### src/sgi_pkg.sv
// Shared types and constants for the sequence gap interpolator.
package sgi_pkg;

  localparam int SAMPLE_W = 32;
  localparam int DIFF_W   = SAMPLE_W + 1;
  localparam int GAP_W    = 6;
  localparam int DIV_W    = GAP_W + 1;

  localparam logic [SAMPLE_W-1:0] MARKER_RESET = 32'hFFFF_D8F1;

  typedef enum logic [1:0] {
    ST_IDLE,
    ST_DIV,
    ST_FILL,
    ST_LAST
  } sgi_state_t;

  typedef struct packed {
    logic                     start;
    logic signed [DIFF_W-1:0] dividend;
    logic [DIV_W-1:0]         divisor;
  } div_req_t;

  typedef struct packed {
    logic                     done;
    logic signed [DIFF_W-1:0] quotient;
  } div_rsp_t;

endpackage

### src/sequence_gap_interpolator.sv
// Top level of the sequence gap interpolator: control sequencer and output register.
//
// The block takes one sample beat at a time. A sample equal to missing_marker
// is a lost measurement: before the first valid sample of a sequence it is
// dropped, otherwise it is counted (saturating at MAX_GAP) and produces no
// output beat. When a valid sample closes a gap of G lost samples, the block
// runs a bit-serial division of the 33-bit difference to the previous valid
// sample by G+1 and then emits G interpolated beats (marked by m_tuser)
// followed by the valid sample itself, one beat per cycle while the output
// side is ready. m_tlast is set on the final beat that a sample produces.
// Input beats are taken only while the sequencer is idle. s_tlast ends a
// sequence and the history clears; on a lost sample it also discards an
// open gap. The missing_marker register resets to -9999; the user must
// write it through cfg_wr_en/cfg_wr_data only while the block is idle,
// which the block itself does not enforce.
module sequence_gap_interpolator #(
  parameter int MAX_GAP = 63
) (
  input  logic        clk,
  input  logic        rst,
  // Input stream.
  input  logic        s_tvalid,
  output logic        s_tready,
  input  logic [31:0] s_tdata,   // [31:0] sample
  input  logic        s_tlast,   // end_of_sequence
  // Output stream.
  output logic        m_tvalid,
  input  logic        m_tready,
  output logic [31:0] m_tdata,   // [31:0] value
  output logic        m_tuser,   // interpolated
  output logic        m_tlast,   // run_last
  // Configuration: missing_marker.
  input  logic        cfg_wr_en,
  input  logic [31:0] cfg_wr_data
);
  import sgi_pkg::*;

  localparam logic [GAP_W-1:0] MaxGap = GAP_W'(MAX_GAP);

  sgi_state_t state, state_next;

  logic [SAMPLE_W-1:0] missing_marker;
  logic [SAMPLE_W-1:0] previous_valid;
  logic                seen_valid;
  logic [GAP_W-1:0]    gap_count;
  logic [SAMPLE_W-1:0] current;
  logic                current_eos;
  logic [GAP_W-1:0]    fill_left;
  logic signed [DIFF_W-1:0] step;
  logic signed [DIFF_W-1:0] acc;
  logic signed [DIFF_W-1:0] acc_next;

  div_req_t div_req;
  div_rsp_t div_rsp;

  logic in_beat;
  logic in_missing;
  logic out_free;
  logic load_fill;
  logic load_last;

  assign in_beat    = s_tvalid && s_tready;
  assign in_missing = (s_tdata == missing_marker);
  // The output register can take a new beat when it is empty or being drained.
  assign out_free   = !m_tvalid || m_tready;
  assign acc_next   = acc + step;

  // Next-state logic.
  always_comb begin
    state_next = state;
    case (state)
      ST_IDLE: begin
        if (in_beat && !in_missing) begin
          if (seen_valid && (gap_count != '0)) state_next = ST_DIV;
          else state_next = ST_LAST;
        end
      end
      ST_DIV: begin
        if (div_rsp.done) state_next = ST_FILL;
      end
      ST_FILL: begin
        if (out_free && (fill_left == GAP_W'(1))) state_next = ST_LAST;
      end
      ST_LAST: begin
        if (out_free) state_next = ST_IDLE;
      end
      default: state_next = ST_IDLE;
    endcase
  end

  // Sequencer outputs.
  always_comb begin
    s_tready         = 1'b0;
    load_fill        = 1'b0;
    load_last        = 1'b0;
    div_req.start    = 1'b0;
    div_req.dividend = DIFF_W'($signed(s_tdata)) - DIFF_W'($signed(previous_valid));
    div_req.divisor  = {1'b0, gap_count} + DIV_W'(1);
    case (state)
      ST_IDLE: begin
        s_tready      = 1'b1;
        div_req.start = s_tvalid && !in_missing && seen_valid && (gap_count != '0);
      end
      ST_FILL: load_fill = out_free;
      ST_LAST: load_last = out_free;
      default: ;
    endcase
  end

  sgi_serial_div u_div (
    .clk (clk),
    .rst (rst),
    .req (div_req),
    .rsp (div_rsp)
  );

  // Control state.
  always_ff @(posedge clk) begin
    if (rst) begin
      state          <= ST_IDLE;
      missing_marker <= MARKER_RESET;
      previous_valid <= '0;
      seen_valid     <= 1'b0;
      gap_count      <= '0;
      m_tvalid       <= 1'b0;
    end else begin
      state <= state_next;
      if (cfg_wr_en) missing_marker <= cfg_wr_data;

      if (in_beat && in_missing) begin
        if (s_tlast) begin
          previous_valid <= '0;
          seen_valid     <= 1'b0;
          gap_count      <= '0;
        end else if (seen_valid && (gap_count < MaxGap)) begin
          gap_count <= gap_count + 1'b1;
        end
      end

      if (load_last) begin
        if (current_eos) begin
          previous_valid <= '0;
          seen_valid     <= 1'b0;
        end else begin
          previous_valid <= current;
          seen_valid     <= 1'b1;
        end
        gap_count <= '0;
      end

      if (load_fill || load_last) m_tvalid <= 1'b1;
      else if (m_tready) m_tvalid <= 1'b0;
    end
  end

  // Datapath registers.
  always_ff @(posedge clk) begin
    if (in_beat) begin
      current     <= s_tdata;
      current_eos <= s_tlast;
      fill_left   <= gap_count;
    end
    if (div_rsp.done) begin
      step <= div_rsp.quotient;
      acc  <= DIFF_W'($signed(previous_valid));
    end
    if (load_fill) begin
      // Every fill value lies between the two samples, so the low bits suffice.
      acc       <= acc_next;
      fill_left <= fill_left - 1'b1;
      m_tdata   <= acc_next[SAMPLE_W-1:0];
      m_tuser   <= 1'b1;
      m_tlast   <= 1'b0;
    end else if (load_last) begin
      m_tdata <= current;
      m_tuser <= 1'b0;
      m_tlast <= 1'b1;
    end
  end

endmodule

### src/sgi_serial_div.sv
// Bit-serial restoring divider, signed dividend, truncation toward zero.
module sgi_serial_div (
  input  logic              clk,
  input  logic              rst,
  input  sgi_pkg::div_req_t req,
  output sgi_pkg::div_rsp_t rsp
);
  import sgi_pkg::*;

  localparam int CNT_W = $clog2(DIFF_W + 1);

  logic [DIFF_W-1:0] mag;
  logic [DIV_W-1:0]  rem;
  logic [DIV_W-1:0]  divisor;
  logic [CNT_W-1:0]  count;
  logic              neg;
  logic              busy;
  logic              done;

  logic [DIV_W:0]    rem_shift;
  logic [DIV_W:0]    rem_sub;
  logic              q_bit;

  // One quotient bit per cycle: shift the next dividend bit into the remainder.
  assign rem_shift = {rem, mag[DIFF_W-1]};
  assign rem_sub   = rem_shift - {1'b0, divisor};
  assign q_bit     = (rem_shift >= {1'b0, divisor});

  always_ff @(posedge clk) begin
    if (rst) begin
      busy  <= 1'b0;
      done  <= 1'b0;
      count <= '0;
    end else begin
      done <= 1'b0;
      if (req.start) begin
        busy  <= 1'b1;
        count <= CNT_W'(DIFF_W);
      end else if (busy) begin
        count <= count - 1'b1;
        if (count == CNT_W'(1)) begin
          busy <= 1'b0;
          done <= 1'b1;
        end
      end
    end
  end

  always_ff @(posedge clk) begin
    if (req.start) begin
      neg     <= req.dividend[DIFF_W-1];
      mag     <= req.dividend[DIFF_W-1] ? DIFF_W'(-req.dividend) : DIFF_W'(req.dividend);
      rem     <= '0;
      divisor <= req.divisor;
    end else if (busy) begin
      mag <= {mag[DIFF_W-2:0], q_bit};
      rem <= q_bit ? rem_sub[DIV_W-1:0] : rem_shift[DIV_W-1:0];
    end
  end

  assign rsp.done     = done;
  assign rsp.quotient = neg ? -$signed(mag) : $signed(mag);

endmodule
### config.mk
export PLATFORM = sky130hd
export DESIGN_NAME = sequence_gap_interpolator
export DESIGN_NICKNAME = d
export VERILOG_FILES = /design/src/sgi_pkg.sv /design/src/sequence_gap_interpolator.sv /design/src/sgi_serial_div.sv
export SDC_FILE = /design/constraint.sdc
export NUM_CORES = 1
export LEC_CHECK = 0
export CAP_MARGIN = 20
export CORE_AREA = 2 2 155 232
export DETAILED_ROUTE_END_ITERATION = 10
export DIE_AREA = 0 0 157 234
export DONT_BUFFER_PORTS = 1
export GPL_ROUTABILITY_DRIVEN = 0
export SLEW_MARGIN = 10
export SYNTH_ARGS = -nofsm -noshare
export SYNTH_HDL_FRONTEND = slang
export SYNTH_SLANG_ARGS = --single-unit
export TNS_END_PERCENT = 100
### constraint.sdc
create_clock -name clk -period 6.62 [get_ports clk]
set_input_delay 0.331 -clock clk [delete_from_list [all_inputs] [get_ports clk]]
set_output_delay 0.331 -clock clk [all_outputs]
set_load 0.02 [all_outputs]
Yosys cells after proc, flatten, opt, wreduce, memory -nomap -nowiden
Index checks and enable logic that the tools add are counted.
Operators by class
  add/sub/neg operators: 9
  reductions and logical operators: 29
  bitwise gates (word level): 1
  multiplexer cells: 39
  eq/ne operators: 10
  order comparisons: 2
Operator list (number)
  33-bit 2-to-1 mux: 6
  32-bit 2-to-1 mux: 6
  33-bit negation: 2
  6-bit 2-to-1 mux: 6
  33-bit adder: 1
  32-bit by 32-bit subtractor with 33-bit output: 1
  32-bit equality test: 1
  2-bit nonzero test: 8
  1-bit 2-to-1 mux: 14
  6-bit by 1-bit equality test with 1-bit output (second input constant): 2
  6-bit by 1-bit subtractor with 6-bit output (second input constant): 2
  2-bit 2-to-1 mux: 5
  1-bit logical AND: 9
  8-bit by 7-bit greater-or-equal comparator with 1-bit output: 1
  2-bit one-hot mux with 4 select lines: 1
  6-bit by 1-bit adder with 7-bit output (second input constant): 1
  7-bit 2-to-1 mux: 1
  7-bit subtractor: 1
  6-bit by 1-bit adder with 6-bit output (second input constant): 1
  6-bit < comparator (second input constant): 1
  2-bit inequality test (second input constant): 3
  6-bit nonzero test: 1
  2-bit equality test (second input constant): 2
  2-bit AND reduction: 2
  other kinds (9): 12
Storage, ports and cells
  bits in registers: 269
  bits of input ports: 70

Depth between registers and ports, before layout
Gate-level depths: netlist of run 1.
  word-level depth: 7
  depth in mapped cells: 17
  mapped depth without buffers: 15

Modules after synthesis
Synthesis of run 1 repeated with hierarchy kept, for this count alone.
Second synthesis, totals
  cell total of the unflattened synthesis: 1596
  area, all modules: 15668.8 um2
By module, submodules not included
  sequence_gap_interpolator: area each 11607.4 um2, cells each 1142, times used 1
  sgi_serial_div: area each 4061.4 um2, cells each 454, times used 1

Worst setup path before layout of run 1
No wires, ideal clock.
  kind: register -> register
  start: register state[0]
  end: register u_div.mag[0], enable pin
  path slack: 2.895 ns
  data arrival time: 3.330 ns
  data required time: 6.225 ns
  cell stages (with the launch flop): 8
  clock period less this slack: 3.725 ns
  buffers on the path: 2
  cells stage by stage: dfxtp_1 -> inv_1 -> ha_1 -> and2_1 -> clkbuf_1 -> nand3_1 -> clkbuf_1 -> nand2b_1
Between the ends
  longest elaborated chain between the ends: 3
RTL lines
  start, declared: RTL line sequence_gap_interpolator.sv:40  | sgi_state_t state, state_next;
  start signal, assigned: RTL line sequence_gap_interpolator.sv:127  | state <= state_next;
  2-bit logical NOT: RTL line sequence_gap_interpolator.sv:99  | case (state)
  1-bit 2-to-1 mux: RTL line sequence_gap_interpolator.sv:99
  2-bit nonzero test (no source line)
  end signal, assigned: RTL line sgi_serial_div.sv:52  | mag <= req.dividend[DIFF_W-1] ? DIFF_W'(-req.dividend) : DIFF_W'(req.dividend);
  end signal, assigned: RTL line sgi_serial_div.sv:56  | mag <= {mag[DIFF_W-2:0], q_bit};
  end, declared: RTL line sgi_serial_div.sv:12  | logic [DIFF_W-1:0] mag;
Every way passes these cells.
A chain may end at the register's enable or synchronous reset.

Final worst setup path of run 1
  start: register previous_valid[11]
  end: register u_div.mag[32] (data pin)
Between the ends
  longest elaborated chain between the ends: 4
RTL lines
  start, declared: RTL line sequence_gap_interpolator.sv:43  | logic [SAMPLE_W-1:0] previous_valid;
  start signal, assigned: RTL line sequence_gap_interpolator.sv:145  | previous_valid <= current;
  32-bit by 32-bit subtractor with 33-bit output *: RTL line sequence_gap_interpolator.sv:97  | div_req.dividend = DIFF_W'($signed(s_tdata)) - DIFF_W'($signed(previous_valid));
  33-bit negation: RTL line sgi_serial_div.sv:52
  33-bit 2-to-1 mux *: RTL line sgi_serial_div.sv:52
  33-bit 2-to-1 mux *: RTL line sgi_serial_div.sv:50  | if (req.start) begin
Every way passes the cells marked *; elsewhere a longest branch is shown, timed or not.

==> results of run 1 <==
==> area by class of cell <==
type | instances | area share [%]
clock inverters | 15 | 0.646
clock buffers | 39 | 4.80
inverters | 80 | 1.70
flip-flops and latches | 267 | 40.3
repair buffers | 88 | 5.02
well taps | 473 | 3.36
multi-input cells | 1179 | 44.2
==> Yosys cell counts (3+ instances only) <==
| library cell | instances |
|---|---|
| edfxtp_1 | 176 |
| nand2_1 | 172 |
| nor2_1 | 136 |
| xnor2_1 | 107 |
| dfxtp_1 | 91 |
| o21ai_0 | 91 |
| ha_1 | 82 |
| inv_1 | 78 |
| a21oi_1 | 71 |
| clkbuf_1 | 56 |
| a21o_1 | 46 |
| xor2_1 | 46 |
| a22oi_1 | 34 |
| nor2b_1 | 32 |
| nand3_1 | 30 |
| a211o_1 | 29 |
| o21ai_1 | 28 |
| nor3_1 | 24 |
| nand2b_1 | 20 |
| nand4_1 | 17 |
| o21a_1 | 17 |
| a211oi_1 | 14 |
| and3_1 | 14 |
| or3_1 | 14 |
| mux2i_1 | 12 |
| a31oi_1 | 10 |
| o211ai_1 | 10 |
| o31ai_1 | 10 |
| o41ai_1 | 10 |
| nor4_1 | 9 |
| and2_1 | 8 |
| or2_2 | 8 |
| nor3b_1 | 6 |
| o21bai_1 | 6 |
| o22ai_1 | 6 |
| a21boi_0 | 4 |
| a221oi_1 | 4 |
| buf_1 | 4 |
| a311oi_1 | 3 |
| a41oi_1 | 3 |
| fa_1 | 3 |
| nor4_2 | 3 |
| or4_1 | 3 |
==> where the power goes <==
group / internal (uW) / switching [uW]
clock: 939 / 697
combinational: 534 / 1010
sequential: 2110 / 194
==> flip-flops by register name, indices dropped and copies added (netlist names) <==
name,count
u_div.mag,33
acc,32
current,32
m_tdata,32
missing_marker,32
previous_valid,32
step,32
u_div.divisor,7
u_div.rem,7
fill_left,6
gap_count,6
u_div.count,6
state,2
current_eos,1
m_tlast,1
m_tuser,1
m_tvalid,1
seen_valid,1
u_div.busy,1
u_div.done,1
u_div.neg,1
==> routing by layer <==
| layer | global-route usage, % | vias up |
|---|---|---|
| met1 | 30.0 | 5946 |
| li1 | - | 5853 |
| met4 | 8.34 | 0 |
| met2 | 44.7 | 334 |
| met5 | 0 | - |
| met3 | 2.70 | 81 |
==> kinds of logic (layout without fill, tap and decap cells) <==
kind of cell | after synthesis | in the layout
AOI/OAI and AO/OA | 416 | 416
xor gates and xnor gates | 153 | 153
adders and majority gates | 85 | 85
buffers and inverters | 143 | 222
DFF | 267 | 267
muxes | 15 | 15
and+or+nand+nor | 510 | 510
==> path summary, 6_finish.rpt <==
| check | from | end | slack [ps] | cells past startpoint |
|---|---|---|---|---|
| hold / removal | rst | gap_count[4]$_SDFFE_PP0P_ | 70 | 2 |
| hold reg to reg | u_div.rem[6]$_SDFFE_PP0P_ | u_div.rem[6]$_SDFFE_PP0P_ | 480 | 2 |
| setup / recovery | previous_valid[11]$_SDFFE_PP0P_ | u_div.mag[32]$_DFFE_PP_ | 2300 | 13 |
| setup reg to reg | previous_valid[11]$_SDFFE_PP0P_ | u_div.mag[32]$_DFFE_PP_ | 2300 | 13 |
==> repair_timing <==
item | in CTS | in global routing
resized for setup | 0 | 0
endpoints found under the hold margin | 104 | 0
hold buffers | 79 | 0
==> through the flow <==
stage	area, um^2	power [uW]	worst slack, ps
after global placement	15900	3790	2460
after global routing	17600	5750	2040
after detailed placement	15900	3820	2430
after floorplan	15400	3360	2890
final	17600	5480	2300
after CTS	17600	5520	2430
==> metrics, run 1 <==
clk sinks=267; critical path arrival=4700 ps; first-pass GRT wire length=68900 um; Final period util=65.3%; Post-Synth XOR/XNOR Area=8.69%; RSZ-0062 raised after global routing=no; net count after synthesis=1744; vias after detailed routing=12214; Die X=157 um; slowest cell delay on critical path=630 ps; post-synthesis async set-or-reset flop share=0%; Post CTS Setup Buffer Count=0; actual slew at the worst max-slew pin=1030 ps; Post-Synth Adder-Cell Area=7.04%; Unique masters post-synth=74; Core Area=34800 um^2; routed vias/inst=5.70; Fillers=3224; largest family of logic cells by synthesized area=compound AO/OA/AOI/OAI gates; Setup Viol. Count Final=0; Slew headroom=31.6%; Synth Area in Compound Gates=17.8%; GR Util All Layers=24.5%; PwrDens=311 nW/um^2; drt pass-1 iters=5; share of the synthesized area in the top cell type=34.3%; Final Net Count=1800; clock latency on the worst-skew pair=580 ps; worst hold path type=primary input to flop; final std cells w/o fill=2141; status=complete, no violations; Worst-path clk slew=60 ps; area of the multi-input gates=7780 um^2; mux cell area share after synthesis=1.02%; Most used DFF post-synth=edfxtp_1; M1 WL=18300 um; H-tree levels=1; synthesized area=15400 um^2; number of diodes=0; Syn-to-layout area delta=14.3%; CTS tree=done; initial antenna violation count=2; worst endpoint required time=7000 ps; met2 WL post-DR=23300 um; Port Buffers=0; maximum vdd drop=210 uV; total grt overflow=0; # DRC=0; cells along the critical path=inv_1, ha_1, a21o_1, a21o_1, nor3_1, a21oi_1, xor2_1, nor4_2, nand4_1, or4b_4, nor4_1, nand4_1, o21ai_1; Util after Layout=50.7%; routed wire length=45100 um; Placed Cells=2008; Final Max Tran Viols=0; layout cell share with drive strength beyond 1=5.34%; yosys synthesis warning count=0; dpl hpwl=32400 um; # rows=84; commonest non-fill, non-tap cell in the layout=edfxtp_1; vias in the first global route=12138; ANT nets after route=0; Fin Setup TNS=0 ps; routed len/inst=21.1 um; sequential cell area fraction in the yosys report=46.1%; top layer in use=met4; Bufs and invs on worst path=1; clk root buf=clkbuf_16; FF+latch area=7110 um^2; die area=36700 um^2; Final Skew=24.2 ps; drt initial violations=810; die height=234 um; Synth Instances=1589; syn_area_per_cell=9.70 um^2; maxcap violations=0; crit end category=flop; Max Root-Sink Buffers=3; post-synthesis simple-gate area fraction=15.8%; Crit Path Class=flop to flop; CP Launch Type=flop; top post-synthesis cells by area=edfxtp_1, dfxtp_1, ha_1; I/O pins=106; Hold Vio Cnt, Final=0; fin crit period=4320 ps; CP delay by family, top=simple AND/OR/NAND/NOR gates; Num CTS Buffers=29; largest net degree at the start of global routing=72; met3 wire length=2080 um; FMAX=0.231 GHz; slowest cell on the critical path=or4b_4; Synth area leader=edfxtp_1; EDFF count, synth=176; WHS=73.2 ps; crit path max fanout=11; P_leak=0.00669 uW; most frequent cells in the layout=edfxtp_1, nand2_1, nor2_1, xnor2_1; Initial Util=44.3%; #FFs+latches synth=267
Note: power is estimated with default switching activity, not from simulation.
==> run 2, diff against run 1 <==
==> constraint.sdc (replaced) <==
create_clock -name clk -period 4.47 [get_ports clk]
set_input_delay 0.2235 -clock clk [delete_from_list [all_inputs] [get_ports clk]]
set_output_delay 0.2235 -clock clk [all_outputs]
set_load 0.02 [all_outputs]
==> run 2 against run 1 <==
Effect of this change:
- flip-flop and latch count unchanged
- power up 46%
- worst setup slack worse by 1900 ps
- wire length shrank 1.5%
- largest power group unchanged
==> metrics, run 2 (synthesis gave the netlist of run 1 again) <==
status=complete, no violations; Syn-to-layout area delta=14.3% (about the same); FF-to-FF Start=previous_valid[0]$_SDFFE_PP0P_; Core Area=34800 um^2 (unchanged); die height=234 um (unchanged); flop-to-flop setup slack=420 ps (-1880 ps); crit path to=u_div.mag[32]$_DFFE_PP_; WHS=40.9 ps (-32.3 ps); Placed Cells=2015 (+0.35%); PwrDens=454 nW/um^2 (+46%); fin crit period=4050 ps (-272 ps); critical path arrival=4430 ps (-270 ps); routed vias/inst=5.63 (-1.3%); Fin Setup TNS=0 ps (unchanged); worst hold path type=primary input to flop; layout cell share with drive strength beyond 1=5.26% (-0.076 points); Util after Layout=50.7% (about the same); Sw Pwr=2730 uW (+44%); drt pass-1 iters=5 (unchanged); final std cells w/o fill=2148 (+0.33%); Setup Viol. Count Final=0 (unchanged); # DRC=0 (unchanged); vias after detailed routing=12089 (-1.0%); hold path startpoint=rst; Hold Vio Cnt, Final=0 (unchanged); actual slew at the worst max-slew pin=1010 ps (-20.7 ps); CP Launch Type=flop; most frequent cells in the layout=edfxtp_1, nand2_1, nor2_1, xnor2_1; Clock power frac=29.1% (-0.7 points); worst endpoint required time=4850 ps (-2150 ps); GR Util All Layers=24.1% (-0.41 points); clock latency on the worst-skew pair=550 ps (-30 ps); RSZ-0062 raised after global routing=no; internal power=5280 uW (+47%); die area=36700 um^2 (unchanged); vias in the first global route=12055 (-0.68%); commonest non-fill, non-tap cell in the layout=edfxtp_1; met2 WL post-DR=22600 um (-2.7%); crit end category=flop; Post CTS Setup Buffer Count=0 (unchanged); Worst-path clk slew=60 ps (about the same); ANT nets after route=0 (unchanged); max FFs per register=33 (unchanged); routed len/inst=20.7 um (-1.8%); total grt overflow=0 (unchanged); Slew headroom=33.0% (+1.4 points); H-tree levels=1 (unchanged); Comb power frac=28.3% (about the same); Max Root-Sink Buffers=3 (unchanged); Sequential Power Share=42.6% (+0.6 points); cells on worst reg2reg path=13 (unchanged); FF-to-FF End=u_div.mag[32]$_DFFE_PP_; maxcap violations=0 (unchanged); P_leak=0.00668 uW (-0.16%); M1 WL=18200 um (-0.33%); Port Buffers=0 (unchanged); Final period util=90.6% (+25 points); Die X=157 um (unchanged); Worst Setup SP=previous_valid[0]$_SDFFE_PP0P_; Final Skew=8.08 ps (-16.2 ps); largest net degree at the start of global routing=74 (+2.8%); clk root buf=clkbuf_16; Final Total Pwr=8010 uW (+46%); first-pass GRT wire length=67800 um (-1.6%); Crit Path Class=flop to flop; crit path max fanout=6 (-5); top layer in use=met4; Biggest register=u_div.mag; CTS tree=done; I/O pins=106 (unchanged); Final Max Tran Viols=0 (unchanged); Num CTS Buffers=27 (-6.9%); dpl hpwl=32000 um (-1.4%); Initial Util=44.3% (unchanged); Final Net Count=1807 (+0.39%); # rows=84 (unchanged); clk sinks=267 (unchanged); routed wire length=44400 um (-1.5%); switch share=34.1% (-0.60 points); post_cts resized=0 (unchanged); drt initial violations=891 (+10%); met3 wire length=2200 um (+5.9%); FMAX=0.247 GHz (+6.7%); initial antenna violation count=1 (-1); maximum vdd drop=293 uV (+39%)
-- run 2: cell types whose count changed in the layout (fill, tap and decap cells not counted) --
cell	change
buf_12	-1
bufinv_16	+3
buf_2	+1
clkinv_2	-3
clkbuf_16	-5
inv_6	+1
clkbuf_1	+4
buf_4	+7
dlygate4sd3_1	+2
diode_2	+2
clkinv_4	-2
clkbuf_8	-2
-- run 2: worst min path at each step --
stage                                      end  slack [ps]  cells past startpoint
2_1_floorplan             current[0]$_DFFE_PP_         320                      0
3_3_place_gp   previous_valid[26]$_SDFFE_PP0P_         300                      1
3_5_place_dp             m_tvalid$_SDFFE_PP0P_         310                      1
4_1_cts        previous_valid[26]$_SDFFE_PP0P_          40                      2
5_1_grt        previous_valid[26]$_SDFFE_PP0P_          60                      2
6_report       previous_valid[26]$_SDFFE_PP0P_          40                      2
-- run 2: area by class of cell --
cell class,count,area (um^2)
fillers,3185,17200
multi-input cells,1179,7780
flip-flops and latches,267,7110
repair buffers,97,943
clock buffers,36,709
well taps,473,592
inverters,80,300
clock inverters,14,180
diodes,2,5.00
-- run 2: power by group through the flow --
stage | Clock, uW | Combinational, uW | Sequential [uW]
global route | 2460 | 2500 | 3450
CTS | 2370 | 2260 | 3420
finish | 2330 | 2270 | 3410
floorplan | 0 | 1570 | 3400
detailed placement | 0 | 2160 | 3470
global placement | 0 | 2160 | 3470
-- run 2: repair_timing --
action,4_1_cts,5_1_grt
hold endpoints to repair,115,0
endpoints found under the setup margin,0,0
hold buffers,81,0
-- run 2: worst max-delay path: stages, from the launching register on --
cell and delay (ps):
dfxtp_1 330, ha_1 220, fa_1 440, nor2b_4 170
o2111ai_1 150, nand4_1 280, and3_1 200, a311oi_1 150
nor4_2 500, nand4_1 220, or4b_4 620, nor4_1 210
nand4_1 150, o21ai_1 240
-- run 2: stage by stage --
step | setup WS [ps] | cell area, um^2
after floorplan | 745 | 15400
after global placement | 560 | 15900
after detailed placement | 456 | 15900
after CTS | 437 | 17600
after global routing | 209 | 17600
final | 422 | 17600
-- run 2: layer usage --
metal | vias up | GRT usage (%)
li1 | 5859 | -
met5 | - | 0
met4 | 0 | 8.34
met1 | 5815 | 29.2
met2 | 334 | 43.8
met3 | 81 | 3.07
==> run 3, diff against run 2 <==
==> constraint.sdc (replaced) <==
create_clock -name clk -period 4.47 [get_ports clk]
set_input_delay 0.447 -clock clk [delete_from_list [all_inputs] [get_ports clk]]
set_output_delay 0.447 -clock clk [all_outputs]
set_load 0.02 [all_outputs]
==> run 3 against run 2 <==
Effect of this change:
- core utilization is 0.35 points lower
- power grew 0.18%
- sequential power is essentially flat
- combinational power down 3%
- sequential share of layout area grew 0.28 points
- via count fell by 0.27%
- final cell count decreased by 0.84%
- cell area is 0.68% lower
- critical path type unchanged
- critical endpoint is now u_div.mag[28]$_DFFE_PP_
==> metrics, run 3 (synthesis gave the netlist of run 1 again) <==
status=complete, no violations; Max Root-Sink Buffers=3 (unchanged); routed wire length=43300 um (-2.5%); Port Buffers=0 (unchanged); layout cell share with drive strength beyond 1=5.67% (+0.41 points); initial antenna violation count=1 (unchanged); # rows=84 (unchanged); worst endpoint required time=4780 ps (-70 ps); clk sinks=267 (unchanged); Setup Viol. Count Final=0 (unchanged); Final period util=89.7% (-0.88 points); clk root buf=clkbuf_16; Worst Setup SP=previous_valid[7]$_SDFFE_PP0P_; crit path max fanout=5 (-1); Core Area=34800 um^2 (unchanged); P_leak=0.00665 uW (-0.49%); maximum vdd drop=291 uV (-0.60%); Util after Layout=50.3% (-0.35 points); PwrDens=458 nW/um^2 (+0.87%); Fin Setup TNS=0 ps (unchanged); FF+latch area=7110 um^2 (unchanged); Bufs and invs on worst path=1 (+1); vias in the first global route=11727 (-2.7%); Slew headroom=29.6% (-3.4 points); drt pass-1 iters=5 (unchanged); CP delay by family, top=compound AO/OA/AOI/OAI gates; vias after detailed routing=12056 (-0.27%); max FFs per register=33 (unchanged); Die X=157 um (unchanged); critical path arrival=4320 ps (-110 ps); most frequent cells in the layout=edfxtp_1, nand2_1, nor2_1, xnor2_1; slowest cell delay on critical path=620 ps (about the same); Syn-to-layout area delta=13.5%; Final Skew=30.2 ps (+22.1 ps); Fillers=3253 (+2.1%); slowest cell on the critical path=or4b_4; Final Net Count=1789 (-1.0%); flop-to-flop setup slack=460 ps (+40 ps); Hold Vio Cnt, Final=0 (unchanged); routed vias/inst=5.66 (+0.57%); Final Max Tran Viols=0 (unchanged); routed len/inst=20.3 um (-1.7%); CTS tree=done; cells along the critical path=inv_1, ha_1, o21ai_1, a221oi_1, o21ai_1, a21oi_1, xor2_1, nor4_2, nand4_1, or4b_4, o41ai_2, xnor2_1, o21ai_1; FMAX=0.249 GHz (+0.98%); commonest non-fill, non-tap cell in the layout=edfxtp_1; clock latency on the worst-skew pair=580 ps (+30 ps); cells on worst reg2reg path=13 (unchanged); H-tree levels=1 (unchanged); FF-to-FF End=u_div.mag[28]$_DFFE_PP_; Post CTS Setup Buffer Count=0 (unchanged); crit path to=u_div.mag[28]$_DFFE_PP_; die area=36700 um^2 (unchanged); Initial Util=44.3% (unchanged); GR Util All Layers=23.6% (-0.55 points); RSZ-0062 raised after global routing=no; die height=234 um (unchanged); CP Launch Type=flop; CP most frequent cell=o21ai_1; drt initial violations=877 (-1.6%); fin crit period=4010 ps (-39.4 ps); Crit. path cell count=13 (unchanged); actual slew at the worst max-slew pin=1050 ps (+41.8 ps); largest net degree at the start of global routing=72 (-2.7%); number of diodes=0 (-2); Crit Path Class=flop to flop; Biggest register=u_div.mag; Num CTS Buffers=29 (+7.4%); crit end category=flop; Final Total Pwr=8020 uW (+0.18%); FF-to-FF Start=previous_valid[7]$_SDFFE_PP0P_; first-pass GRT wire length=66600 um (-1.8%); total grt overflow=0 (unchanged); dpl hpwl=31700 um (-0.90%); # DRC=0 (unchanged); maxcap violations=0 (unchanged); area of the multi-input gates=7780 um^2 (unchanged); ANT nets after route=0 (unchanged); I/O pins=106 (unchanged); worst hold path type=primary input to flop; Worst-path clk slew=60 ps (about the same)
-- run 3: cell count changes in the layout (fill, tap and decap cells not counted), sizes merged --
cell         delta
buf             -3
clkbuf          +2
clkinvlp        +2
dlygate4sd3    -17
diode           -2
clkinv          +2
bufinv          -2
-- run 3: worst min path at each step --
| stage | from | endpoint | cells past startpoint |
|---|---|---|---|
| finish | cfg_wr_data[10] | missing_marker[10]$_SDFFE_PP0P_ | 2 |
| global route | cfg_wr_data[9] | missing_marker[9]$_SDFFE_PP0P_ | 2 |
| CTS | cfg_wr_data[2] | missing_marker[2]$_SDFFE_PP0P_ | 2 |
| detailed placement | u_div.rem[6]$_SDFFE_PP0P_ | u_div.rem[6]$_SDFFE_PP0P_ | 2 |
| global placement | u_div.rem[6]$_SDFFE_PP0P_ | u_div.rem[6]$_SDFFE_PP0P_ | 2 |
| floorplan | u_div.mag[0]$_DFFE_PP_ | step[0]$_DFFE_PP_ | 0 |
-- run 3: repair_timing --
item	CTS	global route
hold endpoints to repair	104	0
resized for setup	0	0
hold buffers	63	0
-- run 3: cell type report --
cell class / instances / area share (%)
inverter: 80 / 1.72
timing repair buffer: 77 / 4.38
clock inverter: 16 / 0.929
clock buffer: 38 / 4.51
sequential: 267 / 40.6
multi-input combinational: 1179 / 44.5
tap: 473 / 3.38
-- run 3: metal layers --
metal	wire length (um)	share of wire (%)	track usage, %
met5	0	0	0
met4	1150	2.6	6.97
met3	2270	5.2	2.68
met2	21800	50	41.7
met1	18100	42	30.2
-- run 3: stage by stage --
step	hold WS, ps	cells	area, um^2	worst slack [ps]
final	19.1	2130	17500	461
after CTS	3.50	2130	17500	456
after detailed placement	467	2013	15900	294
after global routing	13.9	2130	17500	128
after global placement	469	2013	15900	393
after floorplan	450	1589	15400	714
-- run 3: where the power goes --
group	internal [uW]	switching, uW	total (uW)
clock	1370	1030	2400
sequential	3120	296	3420
combinational	793	1410	2200
total	5290	2740	8020
